[src/rtl/assert_macros.svh]
// Assertion macros shared by the RTL.
// No dependencies; include with the bare file name.
`ifndef ASSERT_MACROS_SVH
`define ASSERT_MACROS_SVH

// Clocked check, masked while reset is asserted.
`define SKF_ASSERT(lbl, prop, msg) \
    lbl: assert property (@(posedge aclk) disable iff (!aresetn) (prop)) else $error(msg);

// Clocked implication, masked while reset is asserted.
`define SKF_ASSERT_IMP(lbl, ante, cons, msg) \
    lbl: assert property (@(posedge aclk) disable iff (!aresetn) (ante) |-> (cons)) \
        else $error(msg);

`endif

[src/rtl/skf_pkg.sv]
// Types and constants for the scalar Kalman filter.
// No dependencies.
`timescale 1ns / 1ps

package skf_pkg;

    localparam int COV_W  = 31;
    localparam int EST_W  = 32;
    localparam int GAIN_W = 17;
    localparam int CNT_W  = 5;

    localparam logic [COV_W-1:0]  COV_MAX = {COV_W{1'b1}};
    localparam logic [GAIN_W-1:0] Q_ONE   = 17'h10000;

    // Reset values of the registers and state
    localparam logic [COV_W-1:0] RST_PROC_NOISE = 31'd655;
    localparam logic [COV_W-1:0] RST_MEAS_NOISE = 31'd65536;
    localparam logic [EST_W-1:0] RST_INIT_EST   = 32'd0;
    localparam logic [COV_W-1:0] RST_INIT_COV   = 31'd65536;

    // Register indexes
    localparam logic [1:0] REG_PROC_NOISE = 2'd0;
    localparam logic [1:0] REG_MEAS_NOISE = 2'd1;
    localparam logic [1:0] REG_INIT_EST   = 2'd2;
    localparam logic [1:0] REG_INIT_COV   = 2'd3;

    typedef enum logic [1:0] {
        ST_OK   = 2'd0,
        ST_OVF  = 2'd1,
        ST_DIV0 = 2'd2
    } status_t;

    typedef enum logic [3:0] {
        S_IDLE,
        S_ADDQ,
        S_ADDR,
        S_DIV,
        S_MULX,
        S_UPDX,
        S_MULP,
        S_UPDP,
        S_OUT
    } fsm_t;

endpackage

[src/rtl/scalar_kalman_filter_top.sv]
// Scalar Kalman filter, Q16.16 fixed point, one measurement per request.
// Depends on skf_pkg and assert_macros.svh.
//
// Usage:
//   - Input channel s_*: one measurement request (signed Q16.16) per handshake.
//   - Result channel m_*: estimate, gain, covariance and status per request.
//   - cfg_*: write-only register port, index 0 process noise, 1 measurement
//     noise, 2 initial estimate, 3 initial covariance. Write only while idle.
//     Initial estimate/covariance writes are ignored; reset loads fixed defaults.
//   - Steps from accept to m_valid for a full update: ADDQ, ADDR, the 17-step
//     restoring divider for the gain, MULX/UPDX and MULP/UPDP on one 18x34
//     multiplier used twice in turn, then OUT. Early stops reach OUT from ADDQ
//     (covariance overflow), ADDR (divide by zero) or UPDX (estimate overflow).
//   - A new request is taken only once the last one has left the sequencer;
//     s_ready is high only while the sequencer is idle.
//   - The result sits in an output register; a new request is accepted and
//     processed while it waits. The sequencer holds in its last step while a
//     result is still pending, so nothing is overwritten on a stall.
//   - Reset (aresetn low, synchronous) restores the registers to defaults,
//     loads estimate and covariance from those defaults and clears the gain.
`timescale 1ns / 1ps
`include "assert_macros.svh"

module scalar_kalman_filter_top
    import skf_pkg::*;
(
    input  logic                     aclk,
    input  logic                     aresetn,
    // config port
    input  logic                     cfg_wr_en,
    input  logic [1:0]               cfg_addr,
    input  logic [EST_W-1:0]         cfg_wdata,
    // measurement requests
    input  logic                     s_valid,
    output logic                     s_ready,
    input  logic signed [EST_W-1:0]  s_measurement,
    // results
    output logic                     m_valid,
    input  logic                     m_ready,
    output logic signed [EST_W-1:0]  m_estimate_out,
    output logic [GAIN_W-1:0]        m_gain_out,
    output logic [COV_W-1:0]         m_covariance_out,
    output logic [1:0]               m_status
);

    // Config registers
    logic [COV_W-1:0] proc_noise_reg;
    logic [COV_W-1:0] meas_noise_reg;

    // Filter state
    logic signed [EST_W-1:0] est_reg, est_next;
    logic [COV_W-1:0]        cov_reg, cov_next;
    logic [GAIN_W-1:0]       gain_reg, gain_next;

    // Sequencer and datapath
    fsm_t                    state_reg, state_next;
    logic signed [EST_W-1:0] z_reg, z_next;
    logic [EST_W-1:0]        den_reg, den_next;
    logic [EST_W-1:0]        rem_reg, rem_next;
    logic [GAIN_W-1:0]       quo_reg, quo_next;
    logic [CNT_W-1:0]        cnt_reg, cnt_next;
    logic [GAIN_W-1:0]       op_a_reg, op_a_next;
    logic signed [33:0]      op_b_reg, op_b_next;
    logic signed [51:0]      prod_reg, prod_next;
    status_t                 stat_reg, stat_next;

    // Output register
    logic                    m_valid_reg, m_valid_next;
    logic signed [EST_W-1:0] m_est_reg, m_est_next;
    logic [GAIN_W-1:0]       m_gain_reg, m_gain_next;
    logic [COV_W-1:0]        m_cov_reg, m_cov_next;
    status_t                 m_stat_reg, m_stat_next;

    // Combinational helpers
    logic [EST_W-1:0]        p1;
    logic [EST_W-1:0]        den_sum;
    logic [EST_W:0]          rem_sh;
    logic [EST_W:0]          rem_sub;
    logic                    qbit;
    logic [GAIN_W-1:0]       quo_new;
    logic signed [32:0]      diff;
    logic signed [35:0]      delta;
    logic signed [36:0]      x1;
    logic                    x1_ovf;

    // Shared multiplier: gain*diff, then (1-gain)*covariance
    assign prod_next = $signed({1'b0, op_a_reg}) * op_b_reg;

    always_comb begin
        p1      = {1'b0, cov_reg} + {1'b0, proc_noise_reg};
        den_sum = {1'b0, cov_reg} + {1'b0, meas_noise_reg};
        // restoring division step; next numerator bit is cov[0] once, then zeros
        rem_sh  = {rem_reg, ((cnt_reg == CNT_W'(16)) ? cov_reg[0] : 1'b0)};
        rem_sub = rem_sh - {1'b0, den_reg};
        qbit    = (rem_sh >= {1'b0, den_reg});
        quo_new = {quo_reg[GAIN_W-2:0], qbit};
        diff    = {z_reg[EST_W-1], z_reg} - {est_reg[EST_W-1], est_reg};
        delta   = prod_reg[51:16];
        x1      = {{5{est_reg[EST_W-1]}}, est_reg} + {delta[35], delta};
        x1_ovf  = (x1[36:31] != {6{x1[31]}});
    end

    always_comb begin
        state_next   = state_reg;
        est_next     = est_reg;
        cov_next     = cov_reg;
        gain_next    = gain_reg;
        z_next       = z_reg;
        den_next     = den_reg;
        rem_next     = rem_reg;
        quo_next     = quo_reg;
        cnt_next     = cnt_reg;
        op_a_next    = op_a_reg;
        op_b_next    = op_b_reg;
        stat_next    = stat_reg;
        m_valid_next = m_valid_reg && !m_ready;
        m_est_next   = m_est_reg;
        m_gain_next  = m_gain_reg;
        m_cov_next   = m_cov_reg;
        m_stat_next  = m_stat_reg;
        s_ready      = 1'b0;

        case (state_reg)
            S_IDLE: begin
                s_ready = 1'b1;
                if (s_valid) begin
                    z_next     = s_measurement;
                    state_next = S_ADDQ;
                end
            end
            S_ADDQ: begin
                if (p1[EST_W-1]) begin
                    cov_next   = COV_MAX;
                    stat_next  = ST_OVF;
                    state_next = S_OUT;
                end else begin
                    cov_next   = p1[COV_W-1:0];
                    state_next = S_ADDR;
                end
            end
            S_ADDR: begin
                if (den_sum == '0) begin
                    stat_next  = ST_DIV0;
                    state_next = S_OUT;
                end else begin
                    den_next   = den_sum;
                    rem_next   = {2'b0, cov_reg[COV_W-1:1]};
                    quo_next   = '0;
                    cnt_next   = CNT_W'(16);
                    state_next = S_DIV;
                end
            end
            S_DIV: begin
                rem_next = qbit ? rem_sub[EST_W-1:0] : rem_sh[EST_W-1:0];
                quo_next = quo_new;
                cnt_next = cnt_reg - 1'b1;
                if (cnt_reg == '0) begin
                    gain_next  = quo_new;
                    op_a_next  = quo_new;
                    op_b_next  = {diff[32], diff};
                    state_next = S_MULX;
                end
            end
            S_MULX: begin
                state_next = S_UPDX;
            end
            S_UPDX: begin
                if (x1_ovf) begin
                    est_next   = x1[36] ? {1'b1, {(EST_W-1){1'b0}}} : {1'b0, {(EST_W-1){1'b1}}};
                    stat_next  = ST_OVF;
                    state_next = S_OUT;
                end else begin
                    est_next   = x1[EST_W-1:0];
                    op_a_next  = Q_ONE - gain_reg;
                    op_b_next  = {3'b0, cov_reg};
                    state_next = S_MULP;
                end
            end
            S_MULP: begin
                state_next = S_UPDP;
            end
            S_UPDP: begin
                // (1-K)*P never grows P; clamp kept as a guard
                if (prod_reg[51:47] != '0) begin
                    cov_next  = COV_MAX;
                    stat_next = ST_OVF;
                end else begin
                    cov_next  = prod_reg[46:16];
                    stat_next = ST_OK;
                end
                state_next = S_OUT;
            end
            S_OUT: begin
                if (!m_valid_reg || m_ready) begin
                    m_valid_next = 1'b1;
                    m_est_next   = est_reg;
                    m_gain_next  = gain_reg;
                    m_cov_next   = cov_reg;
                    m_stat_next  = stat_reg;
                    state_next   = S_IDLE;
                end
            end
            default: begin
                state_next = S_IDLE;
            end
        endcase
    end

    // Control state, filter state and config registers
    always_ff @(posedge aclk) begin
        if (!aresetn) begin
            state_reg      <= S_IDLE;
            m_valid_reg    <= 1'b0;
            proc_noise_reg <= RST_PROC_NOISE;
            meas_noise_reg <= RST_MEAS_NOISE;
            est_reg        <= RST_INIT_EST;
            cov_reg        <= RST_INIT_COV;
            gain_reg       <= '0;
        end else begin
            state_reg   <= state_next;
            m_valid_reg <= m_valid_next;
            est_reg     <= est_next;
            cov_reg     <= cov_next;
            gain_reg    <= gain_next;
            if (cfg_wr_en) begin
                case (cfg_addr)
                    REG_PROC_NOISE: proc_noise_reg <= cfg_wdata[COV_W-1:0];
                    REG_MEAS_NOISE: meas_noise_reg <= cfg_wdata[COV_W-1:0];
                    // initial estimate/covariance writes are ignored; reset loads fixed defaults
                    REG_INIT_EST, REG_INIT_COV: ;
                    default: ;
                endcase
            end
        end
    end

    // Payload registers
    always_ff @(posedge aclk) begin
        z_reg      <= z_next;
        den_reg    <= den_next;
        rem_reg    <= rem_next;
        quo_reg    <= quo_next;
        cnt_reg    <= cnt_next;
        op_a_reg   <= op_a_next;
        op_b_reg   <= op_b_next;
        prod_reg   <= prod_next;
        stat_reg   <= stat_next;
        m_est_reg  <= m_est_next;
        m_gain_reg <= m_gain_next;
        m_cov_reg  <= m_cov_next;
        m_stat_reg <= m_stat_next;
    end

    assign m_valid          = m_valid_reg;
    assign m_estimate_out   = m_est_reg;
    assign m_gain_out       = m_gain_reg;
    assign m_covariance_out = m_cov_reg;
    assign m_status         = m_stat_reg;

    // Checks
    `SKF_ASSERT(a_gain_range, gain_reg <= Q_ONE, "gain above one")
    `SKF_ASSERT_IMP(a_div_rem, state_reg == S_DIV, rem_reg < den_reg, "divider remainder too big")
    `SKF_ASSERT_IMP(a_busy_after_accept, s_valid && s_ready, ##1 !s_ready, "request taken while busy")
    `SKF_ASSERT_IMP(a_div0_cov, m_valid && m_status == ST_DIV0, m_covariance_out == '0,
        "divide by zero with nonzero covariance")

endmodule
[config.mk]
export PLATFORM = sky130hd
export DESIGN_NAME = scalar_kalman_filter_top
export DESIGN_NICKNAME = d
export VERILOG_FILES = /design/src/rtl/skf_pkg.sv /design/src/rtl/scalar_kalman_filter_top.sv
export VERILOG_INCLUDE_DIRS = /design/src /design/src/rtl
export SDC_FILE = /design/constraint.sdc
export NUM_CORES = 2
export LEC_CHECK = 0
export BUFFER_PORTS_ARGS = -buffer_cell sky130_fd_sc_hd__buf_2
export CORE_ASPECT_RATIO = 0.75
export CORE_MARGIN = 2
export CORE_UTILIZATION = 57
export CTS_BUF_LIST = sky130_fd_sc_hd__clkbuf_8
export DETAILED_ROUTE_END_ITERATION = 6
export MAX_ROUTING_LAYER = met4
export PLACE_DENSITY = 0.79
export RECOVER_POWER = 50
export SETUP_SLACK_MARGIN = 0.5
export SLEW_MARGIN = 5
export SYNTH_ARGS = -nofsm -noshare
export SYNTH_HDL_FRONTEND = slang
export SYNTH_SLANG_ARGS = --single-unit
[constraint.sdc]
create_clock -name aclk -period 10 [get_ports aclk]
set_input_delay 1 -clock aclk [delete_from_list [all_inputs] [get_ports aclk]]
set_output_delay 1 -clock aclk [all_outputs]
set_load 0.03 [all_outputs]
# == Word level (Yosys, flattened, before mapping) ==
# Index checks and enable logic that the tools add are counted.
# word_totals
register_bits,451
inputBits,71
elab_cells,106
# classes
add_sub_neg,7
mux,34
n_lt_le_gt_ge,1
reduce_logical,23
n_bitwise,1
n_eq_ne,19
multipliers,1
# op_table
operator,n
$mux W32,4
$mux W34,2
$pmux W34 S2,1
$add A31 B31 Y32,2
$pmux W32 S2,1
$mux W31,2
$pmux W31 S2,1
$mul A18 B34 Y52,1
$add A32 B36 Y37,1
$pmux W4 S9,1
$mux W17,2
$pmux W17 S2,1
$ge A33 B32 Y1,1
$sub A32 B32 Y33,1
$logic_not A32 Y1,1
$pmux W16 S2,1
$sub A32 B32 Y32,1
$mux W4,6
$sub A17 B17 Y17 const A,1
$eq A4 B3 Y1 const B,4
$mux W16,1
$ne A2 B2 Y1 const B,8
$reduce_and A2 Y1,7
$pmux W5 S2,1
other kinds (23),34

# == Depth between registers and ports, before layout ==
# logic_depth
depth_word,5
depth_mapped,26
mapped_depth_nobuf,25

# == Worst setup path after synthesis ==
# OpenSTA, ideal clock, no wires.
# synth_path
path_kind,register to register
from,reg op_b_reg[23]
to,reg prod_reg[50]
path_stages_with_launch,25
path_buffers,1
period_less_slack_ps,6507
required_ps,9873
path_slack_ps,3493
arrival_time_ps,6380
path_cell_list,edfxtp_1 -> clkbuf_1 -> nand2_1 -> fa_1 -> fa_1 -> fa_1 -> inv_1 -> fa_1 -> fa_1 -> inv_1 -> fa_1 -> inv_1 -> ha_1 -> a21o_1 -> a21o_1 -> a21o_1 -> a21oi_1 -> o21ai_0 -> a311o_1 -> o2111ai_1 -> a21boi_0 -> and3_1 -> o21ai_0 -> o21ai_0 -> xor2_1
# synth_between
elab_chain_cells,1
# synth_lines
item,line_no,rtl
start: declaration,scalar_kalman_filter_top.sv:63,"logic signed [33:0] op_b_reg, op_b_next;"
start signal: assignment,scalar_kalman_filter_top.sv:245,op_b_reg <= op_b_next;
$mul A18 B34 Y52,scalar_kalman_filter_top.sv:87,"assign prod_next = $signed({1'b0, op_a_reg}) * op_b_reg;"
named net prod_next[50],scalar_kalman_filter_top.sv:64,"logic signed [51:0] prod_reg, prod_next;"
end signal: assignment,scalar_kalman_filter_top.sv:246,prod_reg <= prod_next;
end: declaration,scalar_kalman_filter_top.sv:64,
# The timed path passes the listed nets, and every way through them passes these cells.
# A chain may end at the register's enable or synchronous reset.

# == Final worst setup path ==
# layout_path
from,reg op_a_reg[8]
to,reg prod_reg[50]
# layout_between
elab_chain_cells,1
# layout_lines
item,line_no,rtl
start: declaration,scalar_kalman_filter_top.sv:62,"logic [GAIN_W-1:0] op_a_reg, op_a_next;"
start signal: assignment,scalar_kalman_filter_top.sv:244,op_a_reg <= op_a_next;
$mul A18 B34 Y52,scalar_kalman_filter_top.sv:87,
named net prod_next[50],scalar_kalman_filter_top.sv:64,
# The timed path passes the listed nets, and every way through them passes these cells.

==> flow_metrics.env <==
export IMPL_min_to="m_status[0]"
export IMPL_rsz0062_at_grt="false"
export IMPL_final_area_um2=45230
export IMPL_clock_sinks=434
export IMPL_cpPeakStageDelay_ns=0.89
export IMPL_rr_endpoint="prod_reg[50]"
export IMPL_synthFlopType="edfxtp_1"
export IMPL_antenna_cells=0
export IMPL_crit_fanout=19
export IMPL_register_area_um2=11200
export IMPL_holdPathStages=0
export IMPL_grt_ovfl_total=0
export IMPL_worstSetupEndpointType="flop"
export IMPL_syn_cell_area_um2=42470
export IMPL_final_hold_viol_count=0
export IMPL_cts_hold_buf=0
export IMPL_routedWlPerCell_um=20.37
export IMPL_place_inst=5574
export IMPL_antenna_found_initial=3
export IMPL_grt_use_total=0.3161
export IMPL_crit_type="flop to flop"
export IMPL_area_delta_synth_final_pct=6.493
export IMPL_ant_nets=0
export IMPL_dp_hpwl_um=88940
export IMPL_fin_setup_tns_ns=0
export IMPL_grt_pass1_vias=33020
export IMPL_multi_input_area_um2=27890
export IMPL_cp_start_kind="flop"
export IMPL_cts_root_buf="clkbuf_8"
export IMPL_ys_warn_count=0
export IMPL_syn_inst=4597
export IMPL_cts_buffer_depth=3
export IMPL_nFillCells=6225
export IMPL_grt_first_pass_wirelength_um=183700
export IMPL_drive_gt1_frac=0.04746
export IMPL_cts_tree="done"
export IMPL_cts_made_buffers=60
export IMPL_drv_slew=385
export IMPL_async_reset_ff_frac=0
export IMPL_crit_arrival_ns=8.74
export IMPL_ys_seq_area_frac=0.2637
export IMPL_ioPinCount=155
export IMPL_cp_cell_sequence="buf_4 -> and2_1 -> fa_1 -> inv_1 -> fa_1 -> fa_1 -> inv_1 -> fa_1 -> fa_1 -> inv_1 -> fa_1 -> inv_1 -> ha_1 -> o211ai_1 -> a21oi_1 -> o221ai_1 -> a311oi_1 -> o2111a_1 -> o2111ai_1 -> a21boi_0 -> and3_1 -> o21ai_0 -> o21ai_0 -> xor2_1"
export IMPL_crit_top_cell="fa_1"
export IMPL_core_area_um2=73600
export IMPL_port_buffers=153
export IMPL_fmax_mhz=122.5
export IMPL_grt_max_degree=72
export IMPL_r2r_cells=24
export IMPL_final_nets=5564
export IMPL_slew_headroom=-1.396
export IMPL_syn_area_per_cell_um2=9.239
export IMPL_hold_start="stat_reg[0]"
export IMPL_clk_pin_slew_ns=0.07
export IMPL_die_h_um=240.4
export IMPL_reg2reg_slack_ns=1.84
export IMPL_die_width_um=319.2
export IMPL_via_per_inst=5.835
export IMPL_gp_congestion=0.9729
export IMPL_drcViolationCount=0
export IMPL_largest_reg_flops=36
export IMPL_fp_row_count=86
export IMPL_violations="max-capacitance violations, max-slew violations"
export IMPL_start_util=0.5770
export IMPL_crit_path_top_delay_cell="edfxtp_1"
export IMPL_num_vias=33190
export IMPL_setup_viol=0
export IMPL_die_area_um2=76730
export IMPL_ys_ff_latch=434
export IMPL_cts_resized=0
export IMPL_hold_slack_ns=0.4239
export IMPL_drt_iter0_drc=3428
export IMPL_layoutNonFillerInstCount=5688
export IMPL_required_ns=10.58
export IMPL_min_path_type="flop to flop"
export IMPL_dr_pass1_iters=6
export IMPL_worst_pin_slew_ns=3.594
export IMPL_maxCapViolations=8
export IMPL_place_area_um2=44080
export IMPL_postCtsSetupBuffers=0
export IMPL_synth_edf_count=251
export IMPL_clkLatencyLatePin_ns=0.68
export IMPL_status="complete, but fails checks"
export IMPL_finClkSkew_ns=0.04267
export IMPL_rr_startpoint="op_a_reg[8]"
export IMPL_wl_um=115900
export IMPL_period_share=0.8163
export IMPL_htreeDepth=2
export IMPL_syn_num_nets=5493
export IMPL_period_needed_ns=8.163
export IMPL_synth_cell_types=87
-- cells in the mapped netlist, drive strengths merged (35+ instances only) --
cell	n	area, um2
a21o	74	559.3
a21oi	316	1593
and2	252	1580
clkbuf	173	690.7
dfxtp	183	3664
edfxtp	251	7537
fa	543	10870
ha	282	3528
inv	717	2691
nand2	694	2605
nand2b	38	237.7
nand3	51	255.2
nor2	206	773.2
nor2b	39	251.5
nor3	41	205.2
o21a	35	264.0
o21ai	173	865.8
xnor2	109	962.2
xor2	65	569.3
-- routing by layer --
metal | vias up | GRT usage | wire length [um]
met4 | 0 | 0.07476 | 2858
met5 | - | - | 0
met3 | 207 | 0.05719 | 12050
li1 | 15100 | - | -
met1 | 16330 | 0.4599 | 51340
met2 | 1547 | 0.4603 | 49650
-- cell usage in the layout, fill, tap and decap left out, types with 8 or more instances in the layout --
cell and count:
clkinv_2 10, dfxtp_1 183, nand2b_1 37, xor2_1 65, nor3_1 40, buf_2 62
xnor2_1 108, a311oi_1 8, buf_4 33, nand2_1 694, and3_1 26, edfxtp_1 251
o21bai_1 19, a221oi_1 30, or3_1 11, ha_1 282, clkbuf_8 69, inv_1 733
mux2i_1 10, a211oi_1 18, a21oi_1 313, a2111oi_0 8, a21o_1 71, fa_1 543
a31oi_1 14, and2_0 9, clkbuf_1 97, o221ai_1 15, nand3_1 51, nor4_1 11
or4_1 10, nor2b_1 38, nor2_1 206, o21ai_0 170, nand4_1 20, o211ai_1 24
and2_1 240, o31ai_1 18, o21a_1 34
-- metrics by stage --
| step | setup WS [ns] | util |
|---|---|---|
| after global routing | 1.489 | 0.6145 |
| after CTS | 1.944 | 0.6167 |
| final | 1.837 | 0.6145 |
| after global placement | 2.212 | 0.5989 |
| after floorplan | 3.494 | - |
| after detailed placement | 1.987 | 0.5989 |
-- cell families (layout without fill, tap and decap cells) --
kind of cell	count (synthesis)	in the layout	synth area share
compound gates	823	823	0.1211
flops	434	434	0.2637
simple gates	1430	1430	0.1568
mux	11	11	0.002622
fa+ha+maj	825	825	0.3390
xor+xnor	174	174	0.03606
buf+inv	900	1023	0.08066
-- cell type report --
type / instances / share of cell area
sequential: 434 / 0.2477
clock inverter: 45 / 0.008023
tap: 968 / 0.02678
timing repair buffer: 192 / 0.02039
clock buffer: 69 / 0.02100
multi-input combinational: 3263 / 0.6166
inverter: 717 / 0.05953
-- worst max path at each step --
stage	startpoint	end	slack, ns
6_report	op_a_reg[8]	prod_reg[50]	1.84
5_1_grt	op_a_reg[8]	prod_reg[51]	1.49
4_1_cts	op_a_reg[8]	prod_reg[50]	1.94
3_5_place_dp	op_a_reg[8]	prod_reg[50]	1.99
3_3_place_gp	op_a_reg[8]	prod_reg[50]	2.21
2_1_floorplan	op_b_reg[23]	prod_reg[50]	3.49
-- critical path, delay by kind of cell, from the launching register on --
kind	cells	cell delay, ns
buffers and inverters	5	0.63
AO/OA/AOI/OAI	9	2.74
XOR/XNOR	1	0.16
AND/OR/NAND/NOR	2	0.47
adder cells (fa/ha/maj)	7	3.17
flip-flops	1	0.89
Power is not shown: default switching activity piles up to over one toggle a cycle in this logic, so the estimate is an artifact.
